`config.mk`:
```
export PLATFORM = sky130hd
export DESIGN_NAME = max_priority_queue_unit
export DESIGN_NICKNAME = d
export VERILOG_FILES = /design/src/rtl/core/mpq_pkg.sv /design/src/rtl/core/mpq_ram.sv /design/src/rtl/core/mpq_datapath.sv /design/src/rtl/core/mpq_ctrl.sv /design/src/rtl/core/max_priority_queue_unit.sv
export SDC_FILE = /design/constraint.sdc
export NUM_CORES = 2
export LEC_CHECK = 0
export BUFFER_PORTS_ARGS = -buffer_cell sky130_fd_sc_hd__buf_2
export CAP_MARGIN = 10
export CORE_MARGIN = 2
export CORE_UTILIZATION = 40
export CTS_CLUSTER_DIAMETER = 200
export DETAILED_ROUTE_END_ITERATION = 10
export PLACE_DENSITY = 0.51
export SYNTH_ARGS = -nofsm -noshare
export SYNTH_HDL_FRONTEND = slang
export SYNTH_SLANG_ARGS = --single-unit
```
`constraint.sdc`:
```
create_clock -name i_clk -period 11.45 [get_ports i_clk]
set_input_delay 2.8625 -clock i_clk [delete_from_list [all_inputs] [get_ports i_clk]]
set_output_delay 2.8625 -clock i_clk [all_outputs]
set_load 0.05 [all_outputs]
```
`src/rtl/core/mpq_pkg.sv`:
```
package mpq_pkg;

    localparam int DEPTH  = 64;
    localparam int AW     = $clog2(DEPTH);
    localparam int CW     = $clog2(DEPTH + 1);
    localparam int CHW    = AW + 2;
    localparam int KW     = 32;
    localparam int FUNC_W = 2;
    localparam int IDX_W  = 6;
    localparam int CNT_W  = 7;
    localparam int STS_W  = 3;

    typedef logic signed [KW-1:0] t_key;

    typedef enum logic [FUNC_W-1:0] {
        FUNC_INSERT   = 2'd0,
        FUNC_EXTRACT  = 2'd1,
        FUNC_INCREASE = 2'd2,
        FUNC_PEEK     = 2'd3
    } t_func;

    typedef enum logic [STS_W-1:0] {
        ST_OK      = 3'd0,
        ST_EMPTY   = 3'd1,
        ST_FULL    = 3'd2,
        ST_BADIDX  = 3'd3,
        ST_SMALLER = 3'd4
    } t_status;

    typedef enum logic [3:0] {
        S_IDLE,
        S_DECODE,
        S_INC_CMP,
        S_EX_LD,
        S_UP_WR,
        S_UP_CMP,
        S_DN_RL,
        S_DN_LC,
        S_DN_RC,
        S_DN_SW,
        S_DONE
    } t_state;

    typedef struct packed {
        logic    accept;
        logic    ins_start;
        logic    ex_start;
        logic    ex_load;
        logic    inc_rd;
        logic    up_wr;
        logic    up_move;
        logic    dn_rl;
        logic    dn_lc;
        logic    dn_rc;
        logic    dn_sw;
        logic    dn_fin;
        logic    st_set;
        t_status st_code;
        logic    out_load;
    } t_dp_cmd;

    typedef struct packed {
        t_func func;
        logic  cnt_zero;
        logic  full;
        logic  idx_bad;
        logic  inc_smaller;
        logic  pos_root;
        logic  up_gt;
        logic  lc_ok;
        logic  rc_ok;
        logic  best_is_pos;
    } t_dp_sts;

endpackage

```
`src/rtl/core/mpq_ram.sv`:
```
module mpq_ram #(
    parameter int WIDTH = 32,
    parameter int DEPTH = 64
) (
    input  logic                     i_clk,
    input  logic                     i_we,
    input  logic [$clog2(DEPTH)-1:0] i_waddr,
    input  logic [WIDTH-1:0]         i_wdata,
    input  logic [$clog2(DEPTH)-1:0] i_raddr,
    output logic [WIDTH-1:0]         o_rdata
);

    logic [WIDTH-1:0] r_mem [DEPTH];
    logic [WIDTH-1:0] r_rdata;

    always_ff @(posedge i_clk) begin
        if (i_we) begin
            r_mem[i_waddr] <= i_wdata;
        end
        r_rdata <= r_mem[i_raddr];
    end

    assign o_rdata = r_rdata;

endmodule

```
`src/rtl/core/mpq_datapath.sv`:
```
module mpq_datapath (
    input  logic                      i_clk,
    input  logic                      i_rst_n,
    input  mpq_pkg::t_func            i_in_func,
    input  mpq_pkg::t_key             i_in_key,
    input  logic [mpq_pkg::IDX_W-1:0] i_in_idx,
    input  mpq_pkg::t_dp_cmd          i_cmd,
    output mpq_pkg::t_dp_sts          o_sts,
    output mpq_pkg::t_key             o_top_key,
    output mpq_pkg::t_key             o_removed_key,
    output logic [mpq_pkg::CNT_W-1:0] o_entry_count,
    output mpq_pkg::t_status          o_status
);

    import mpq_pkg::*;

    logic [CW-1:0]  r_cnt;
    logic [CW-1:0]  n_cnt;
    t_func          r_func;
    t_key           r_key;
    logic [AW-1:0]  r_idx;
    logic [AW-1:0]  r_pos;
    logic [AW-1:0]  r_best;
    t_key           r_best_key;
    t_key           r_top;
    t_key           r_removed;
    t_status        r_st;
    t_key           r_o_top;
    t_key           r_o_removed;
    logic [CW-1:0]  r_o_cnt;
    t_status        r_o_st;

    logic [CW-1:0]  cnt_dec;
    logic [AW-1:0]  parent;
    logic [CHW-1:0] lc;
    logic [CHW-1:0] rc;
    logic           lc_gt;
    logic           rc_gt;
    logic           we;
    logic [AW-1:0]  raddr;
    t_key           wdata;
    t_key           rdata;
    logic [KW-1:0]  rdata_raw;

    assign cnt_dec = r_cnt - CW'(1);
    assign parent  = (r_pos - AW'(1)) >> 1;
    assign lc      = CHW'({r_pos, 1'b1});
    assign rc      = CHW'({r_pos, 1'b0}) + CHW'(2);
    assign rdata   = t_key'(rdata_raw);
    assign lc_gt   = rdata > r_key;
    assign rc_gt   = rdata > r_best_key;

    assign we = i_cmd.up_wr | i_cmd.up_move | i_cmd.dn_fin | i_cmd.dn_sw;

    always_comb begin
        priority if (i_cmd.up_move) begin
            wdata = rdata;
        end else if (i_cmd.dn_sw) begin
            wdata = r_best_key;
        end else begin
            wdata = r_key;
        end
    end

    always_comb begin
        priority if (i_cmd.ex_start) begin
            raddr = cnt_dec[AW-1:0];
        end else if (i_cmd.inc_rd) begin
            raddr = r_idx;
        end else if (i_cmd.up_wr) begin
            raddr = parent;
        end else if (i_cmd.dn_rl) begin
            raddr = lc[AW-1:0];
        end else if (i_cmd.dn_lc) begin
            raddr = rc[AW-1:0];
        end else begin
            raddr = '0;
        end
    end

    mpq_ram #(
        .WIDTH (KW),
        .DEPTH (DEPTH)
    ) u_heap_ram (
        .i_clk   (i_clk),
        .i_we    (we),
        .i_waddr (r_pos),
        .i_wdata (wdata),
        .i_raddr (raddr),
        .o_rdata (rdata_raw)
    );

    always_comb begin
        priority if (i_cmd.ins_start) begin
            n_cnt = r_cnt + CW'(1);
        end else if (i_cmd.ex_start) begin
            n_cnt = cnt_dec;
        end else begin
            n_cnt = r_cnt;
        end
    end

    always_ff @(posedge i_clk) begin
        if (!i_rst_n) begin
            r_cnt <= '0;
        end else begin
            r_cnt <= n_cnt;
        end
    end

    always_ff @(posedge i_clk) begin
        if (i_cmd.accept) begin
            r_func    <= i_in_func;
            r_key     <= i_in_key;
            r_idx     <= i_in_idx;
            r_removed <= '0;
            r_st      <= ST_OK;
        end
        if (i_cmd.st_set) begin
            r_st <= i_cmd.st_code;
        end
        if (i_cmd.ex_start) begin
            r_removed <= r_top;
        end
        if (i_cmd.ex_load) begin
            r_key <= rdata;
        end
        priority if (i_cmd.ins_start) begin
            r_pos <= r_cnt[AW-1:0];
        end else if (i_cmd.inc_rd) begin
            r_pos <= r_idx;
        end else if (i_cmd.ex_load) begin
            r_pos <= '0;
        end else if (i_cmd.up_move) begin
            r_pos <= parent;
        end else if (i_cmd.dn_sw) begin
            r_pos <= r_best;
        end
        if (i_cmd.dn_lc) begin
            r_best     <= lc_gt ? lc[AW-1:0] : r_pos;
            r_best_key <= lc_gt ? rdata : r_key;
        end
        if (i_cmd.dn_rc && rc_gt) begin
            r_best     <= rc[AW-1:0];
            r_best_key <= rdata;
        end
        if (we && r_pos == '0) begin
            r_top <= wdata;
        end
        if (i_cmd.out_load) begin
            r_o_top     <= (r_cnt != '0) ? r_top : '0;
            r_o_removed <= r_removed;
            r_o_cnt     <= r_cnt;
            r_o_st      <= r_st;
        end
    end

    always_comb begin
        o_sts.func        = r_func;
        o_sts.cnt_zero    = r_cnt == '0;
        o_sts.full        = r_cnt == CW'(DEPTH);
        o_sts.idx_bad     = CW'(r_idx) >= r_cnt;
        o_sts.inc_smaller = rdata > r_key;
        o_sts.pos_root    = r_pos == '0;
        o_sts.up_gt       = r_key > rdata;
        o_sts.lc_ok       = lc < CHW'(r_cnt);
        o_sts.rc_ok       = rc < CHW'(r_cnt);
        o_sts.best_is_pos = r_best == r_pos;
    end

    assign o_top_key     = r_o_top;
    assign o_removed_key = r_o_removed;
    assign o_entry_count = CNT_W'(r_o_cnt);
    assign o_status      = r_o_st;

endmodule

```
`src/rtl/core/mpq_ctrl.sv`:
```
module mpq_ctrl (
    input  logic             i_clk,
    input  logic             i_rst_n,
    input  logic             i_s_tvalid,
    output logic             o_s_tready,
    output logic             o_m_tvalid,
    input  logic             i_m_tready,
    input  mpq_pkg::t_dp_sts i_sts,
    output mpq_pkg::t_dp_cmd o_cmd
);

    import mpq_pkg::*;

    t_state r_state;
    t_state n_state;
    logic   r_out_valid;
    logic   out_free;

    assign out_free = !r_out_valid || i_m_tready;

    always_ff @(posedge i_clk) begin
        if (!i_rst_n) begin
            r_state     <= S_IDLE;
            r_out_valid <= 1'b0;
        end else begin
            r_state <= n_state;
            if (o_cmd.out_load) begin
                r_out_valid <= 1'b1;
            end else if (i_m_tready) begin
                r_out_valid <= 1'b0;
            end
        end
    end

    always_comb begin
        n_state = r_state;
        unique case (r_state)
            S_IDLE: begin
                if (i_s_tvalid) begin
                    n_state = S_DECODE;
                end
            end
            S_DECODE: begin
                unique case (i_sts.func)
                    FUNC_INSERT:   n_state = i_sts.full ? S_DONE : S_UP_WR;
                    FUNC_EXTRACT:  n_state = i_sts.cnt_zero ? S_DONE : S_EX_LD;
                    FUNC_INCREASE: n_state = i_sts.idx_bad ? S_DONE : S_INC_CMP;
                    FUNC_PEEK:     n_state = S_DONE;
                    default:       n_state = S_DONE;
                endcase
            end
            S_INC_CMP: n_state = i_sts.inc_smaller ? S_DONE : S_UP_WR;
            S_EX_LD:   n_state = S_DN_RL;
            S_UP_WR:   n_state = i_sts.pos_root ? S_DONE : S_UP_CMP;
            S_UP_CMP:  n_state = i_sts.up_gt ? S_UP_WR : S_DONE;
            S_DN_RL:   n_state = i_sts.lc_ok ? S_DN_LC : S_DONE;
            S_DN_LC:   n_state = i_sts.rc_ok ? S_DN_RC : S_DN_SW;
            S_DN_RC:   n_state = S_DN_SW;
            S_DN_SW:   n_state = i_sts.best_is_pos ? S_DONE : S_DN_RL;
            S_DONE: begin
                if (out_free) begin
                    n_state = S_IDLE;
                end
            end
            default: n_state = S_IDLE;
        endcase
    end

    always_comb begin
        o_cmd         = '0;
        o_cmd.st_code = ST_OK;
        unique case (r_state)
            S_IDLE: begin
                o_cmd.accept = i_s_tvalid;
            end
            S_DECODE: begin
                unique case (i_sts.func)
                    FUNC_INSERT: begin
                        o_cmd.st_set    = i_sts.full;
                        o_cmd.st_code   = ST_FULL;
                        o_cmd.ins_start = !i_sts.full;
                    end
                    FUNC_EXTRACT: begin
                        o_cmd.st_set   = i_sts.cnt_zero;
                        o_cmd.st_code  = ST_EMPTY;
                        o_cmd.ex_start = !i_sts.cnt_zero;
                    end
                    FUNC_INCREASE: begin
                        o_cmd.st_set  = i_sts.idx_bad;
                        o_cmd.st_code = ST_BADIDX;
                        o_cmd.inc_rd  = !i_sts.idx_bad;
                    end
                    FUNC_PEEK: begin
                        o_cmd.st_set  = i_sts.cnt_zero;
                        o_cmd.st_code = ST_EMPTY;
                    end
                    default: begin
                        o_cmd.st_set = 1'b0;
                    end
                endcase
            end
            S_INC_CMP: begin
                o_cmd.st_set  = i_sts.inc_smaller;
                o_cmd.st_code = ST_SMALLER;
            end
            S_EX_LD:  o_cmd.ex_load = 1'b1;
            S_UP_WR:  o_cmd.up_wr = 1'b1;
            S_UP_CMP: o_cmd.up_move = i_sts.up_gt;
            S_DN_RL: begin
                o_cmd.dn_rl  = i_sts.lc_ok;
                o_cmd.dn_fin = !i_sts.lc_ok;
            end
            S_DN_LC: o_cmd.dn_lc = 1'b1;
            S_DN_RC: o_cmd.dn_rc = 1'b1;
            S_DN_SW: begin
                o_cmd.dn_sw  = !i_sts.best_is_pos;
                o_cmd.dn_fin = i_sts.best_is_pos;
            end
            S_DONE: begin
                o_cmd.out_load = out_free;
            end
            default: begin
                o_cmd.accept = 1'b0;
            end
        endcase
    end

    assign o_s_tready = r_state == S_IDLE;
    assign o_m_tvalid = r_out_valid;

endmodule

```
`src/rtl/core/max_priority_queue_unit.sv`:
```
// Binary max-heap of up to 64 signed 32-bit keys, one operation per input item
// (insert, extract max, increase key, peek) and exactly one result item per input.
// Items are handled one at a time. A peek or an operation refused at decode ends
// there, and an increase with a smaller key ends once its old key is compared.
// An insert writes its key and moves it up a level at a time until it reaches the
// root or stops below a parent that is not smaller; an increase whose key is taken
// does the same from its index. An extract moves the last key to the root and sinks
// it a level at a time, reading the left and then the right child, with no right
// read wherever a node has no right child, until it ends on a leaf or stops above
// its children. The heap RAM has one registered read port and one write port, so
// keys are read one at a time. The next item is taken while the last result still
// waits on the output register, and a finished result that cannot be loaded holds
// the block until that register frees.
module max_priority_queue_unit (
    input  logic        i_clk,
    input  logic        i_rst_n,
    input  logic        s_axis_tvalid,
    output logic        s_axis_tready,
    input  logic [39:0] s_axis_tdata,   // key_value, entry_index, zero fill
    input  logic [1:0]  s_axis_tuser,   // func
    output logic        m_axis_tvalid,
    input  logic        m_axis_tready,
    output logic [71:0] m_axis_tdata,   // top_key, removed_key, entry_count, zero fill
    output logic [2:0]  m_axis_tuser    // status
);

    import mpq_pkg::*;

    t_dp_cmd            cmd;
    t_dp_sts            sts;
    t_key               top_key;
    t_key               removed_key;
    logic [CNT_W-1:0]   entry_count;
    t_status            status;

    mpq_ctrl u_ctrl (
        .i_clk      (i_clk),
        .i_rst_n    (i_rst_n),
        .i_s_tvalid (s_axis_tvalid),
        .o_s_tready (s_axis_tready),
        .o_m_tvalid (m_axis_tvalid),
        .i_m_tready (m_axis_tready),
        .i_sts      (sts),
        .o_cmd      (cmd)
    );

    mpq_datapath u_datapath (
        .i_clk         (i_clk),
        .i_rst_n       (i_rst_n),
        .i_in_func     (t_func'(s_axis_tuser)),
        .i_in_key      (t_key'(s_axis_tdata[KW-1:0])),
        .i_in_idx      (s_axis_tdata[KW+IDX_W-1:KW]),
        .i_cmd         (cmd),
        .o_sts         (sts),
        .o_top_key     (top_key),
        .o_removed_key (removed_key),
        .o_entry_count (entry_count),
        .o_status      (status)
    );

    assign m_axis_tdata = {1'b0, entry_count, removed_key, top_key};
    assign m_axis_tuser = status;

endmodule

```
==> metrics.txt <==
status finished clean; FMAX 0.148 GHz; switching share of power 0.333; Synth Area per Inst 14.2 sq um; clock sinks 2317; chip width approximately 490 um; critical setup path kind reg2reg; CP peak stage delay 0.94 ns; final cell count without fillers roughly 10000; largest net degree at the start of global routing 148; Pwr per Cell Area 244 mW/mm^2; Setup violations, final 0; worst endpoint required time 12.29 ns; DR WL/cell 28.7 um; layout cells sized above 1 0.137; Seq pwr share 0.427; Detailed Route WL 291 mm; Post-DP HPWL between 150 and 200 mm; reg2reg end u_datapath.u_heap_ram.o_rdata[9]; dpl cell area ~0.1 sq mm; RD Place Congestion just over 0.8; sequential fraction of the synthesis area 0.738; Critical Path Start u_datapath.r_cnt[0]; crit path DAT 7.58 ns; vias in the first global route 55554; PortBufs 119; Critical Path End u_datapath.u_heap_ram.o_rdata[9]; chip height ~490 um; commonest non-fill, non-tap cell in the layout edfxtp_1; Worst-Margin Slew 1.23 ns; CTS tree yes; total CTS buffers around 270; crit share post-route 0.588; RSZ-0062 raised after global routing false; Post-synth top flop edfxtp_1; Setup crit end kind flip-flop; combinational power share 0.260; I/O pin cnt 123; Syn-to-layout area delta 14.4%; Total GRT Usage 0.240; Clock transition at path regs approximately 0.060 ns; Net Count, Synth 6754; max-cap viol count 0; cell area after synthesis 0.0937 sq mm; Post-synth EDFFs 2273; DRC 0; CP Launch Type flip-flop; CTS root buf clkbuf_16; final global-route overflow total 0; min-delay worst type reg2reg; FF-to-FF setup slack 4.71 ns; worst relative slew slack 0.175; core area 0.233 sq mm; Critical Path Fanout Max 58; Clock Skew between 0.08 and 0.09 ns; VDD IR max 0.165 mV; final hold vios 0; Sw Pwr 0.00871 W; clock network power share 0.314; Site Rows between 150 and 200; P_leak 36.5 nW; critical path's slowest cell nor4_2; R2R depth 16; post-CTS resize count 0; YS warnings 0; cells along the critical path inv_1 -> ha_1 -> or4b_1 -> or2_1 -> buf_4 -> and3_2 -> a31oi_2 -> buf_4 -> a21oi_4 -> buf_4 -> buf_4 -> o311ai_0 -> o21a_1 -> o211a_1 -> nor4_2 -> or3_1; clock latency at the later pin of the worst-skew pair 0.94 ns; initial antenna violation count 17; most frequent cells in the layout edfxtp_1, nand2_1, nand3_1, clkbuf_16, buf_4; cts hold-fix bufs 0; setup TNS 0 ns; FF+latch count, synth ~2300; Final Instance Area 0.107 sq mm; H-tree depth 5; cell internal pwr 0.0175 W; Clock Path Buffers 4; post-synthesis cell count 6622; dpl cells about 9700; Worst path most repeated cell buf_4; DR pass1 iterations 6; first-pass GRT wire length 412 mm; Async SR Flop Fraction 0; Vias/cell 5.70; reg-to-reg startpoint u_datapath.r_cnt[0]; Starting Density 0.403; fin nets 6933; Die ar. 0.238 sq mm; via count 57672; max-slew violations 0; initial DRC count between 6000 and 7000; Final min period slightly below 7 ns; Setup Buffers After CTS 0; Antenna Nets Post-Route 0; Cell variety after synth 85
[area by class of cell]
type / instances / area [sq um]
flip-flops and latches: 2317 / 69100
repair buffers: 322 / 2320
clock buffers: 357 / 7460
inverters: 86 / 323
diodes: 7 / 17.5
well taps: 3132 / 3920
multi-input cells: 3800 / 23200
fillers: 20421 / 126000
clock inverters: 100 / 823
[sequential cells by signal, indices dropped and copies added, names as in the netlist]
register,count
u_ctrl.o_m_tvalid,1
u_ctrl.r_state,4
u_datapath.o_entry_count,7
u_datapath.o_removed_key,32
u_datapath.o_status,3
u_datapath.o_top_key,32
u_datapath.r_best,6
u_datapath.r_best_key,32
u_datapath.r_cnt,7
u_datapath.r_func,2
u_datapath.r_idx,6
u_datapath.r_key,32
u_datapath.r_pos,6
u_datapath.r_removed,32
u_datapath.r_st,3
u_datapath.r_top,32
u_datapath.u_heap_ram.o_rdata,32
u_datapath.u_heap_ram.r_mem,2048
[power groups by stage]
stage	registers, W	logic [W]	clock network (W)
after detailed placement	0.0113	0.00678	0
final	0.0112	0.00680	0.00822
after floorplan	0.0113	0.00397	0
after CTS	0.0112	0.00680	0.00835
after global placement	0.0113	0.00668	0
after global routing	0.0112	0.00729	0.00865
[how the worst min path moves through the flow]
stage	startpoint	to	slack, ns	cells after the start
2_1_floorplan	u_datapath.r_removed[0]	u_datapath.o_removed_key[0]	0.40	0
3_3_place_gp	u_datapath.r_removed[18]	u_datapath.o_removed_key[18]	0.40	0
3_5_place_dp	u_datapath.r_removed[0]	u_datapath.o_removed_key[0]	0.40	0
4_1_cts	u_datapath.r_removed[13]	u_datapath.o_removed_key[13]	0.42	0
5_1_grt	u_datapath.r_removed[0]	u_datapath.o_removed_key[0]	0.42	0
6_report	u_datapath.r_st[2]	u_datapath.o_status[2]	0.42	0
[through the flow]
| step | setup slack (ns) | hold WS [ns] | utilization | power, W |
|---|---|---|---|---|
| after floorplan | 4.92 | 0.400 | - | 0.0153 |
| after global placement | 4.75 | 0.401 | 0.425 | 0.0180 |
| after detailed placement | 4.71 | 0.405 | 0.425 | 0.0181 |
| after CTS | 4.70 | 0.418 | 0.460 | 0.0263 |
| after global routing | 4.25 | 0.422 | 0.460 | 0.0271 |
| final | 4.71 | 0.416 | 0.460 | 0.0262 |
[routing by layer]
| layer | vias to the layer above | share of wire | track usage |
|---|---|---|---|
| li1 | 25341 | - | - |
| met1 | 29674 | 0.43 | 0.337 |
| met2 | 2244 | 0.48 | 0.392 |
| met3 | 405 | 0.070 | 0.0364 |
| met4 | 8 | 0.023 | 0.0587 |
| met5 | - | 0.00018 | 0 |
[kinds of logic (layout without fill, tap and decap cells)]
logic type      Yosys count  count (layout)  synth area share
simple gates           2664            2664             0.125
flops                  2317            2317             0.738
compound gates          767             767            0.0578
buf+inv                 505             865            0.0254
mux                     261             261            0.0405
fa+ha+maj                86              86            0.0115
xor+xnor                 21              21           0.00196
other cells               1               8         0.0000400
[cells in the mapped netlist (all sizes together) (44+ instances only)]
master	number	share of area
edfxtp	2273	0.73
nand2	1567	0.063
nand3	570	0.030
buf	256	0.015
a31oi	179	0.012
clkbuf	163	0.0065
and3	129	0.0086
nor2	125	0.0052
a21oi	114	0.0061
mux2i	104	0.011
ha	86	0.011
inv	85	0.0034
mux4	85	0.021
o21ai	77	0.0042
and2	76	0.0051
mux2	72	0.0087
a32oi	62	0.0058
nand4	48	0.0032
nor3	46	0.0025
dfxtp	44	0.0094
[critical path: cells and delay by family (launching register included)]
kind | cells | cell delay, ns
DFF | 1 | 0.59
AOI/OAI and AO/OA | 5 | 1.12
and+or+nand+nor | 5 | 2.37
buffers and inverters | 5 | 2.19
adders and majority gates | 1 | 0.32
Note: power is estimated with default switching activity, not from simulation.
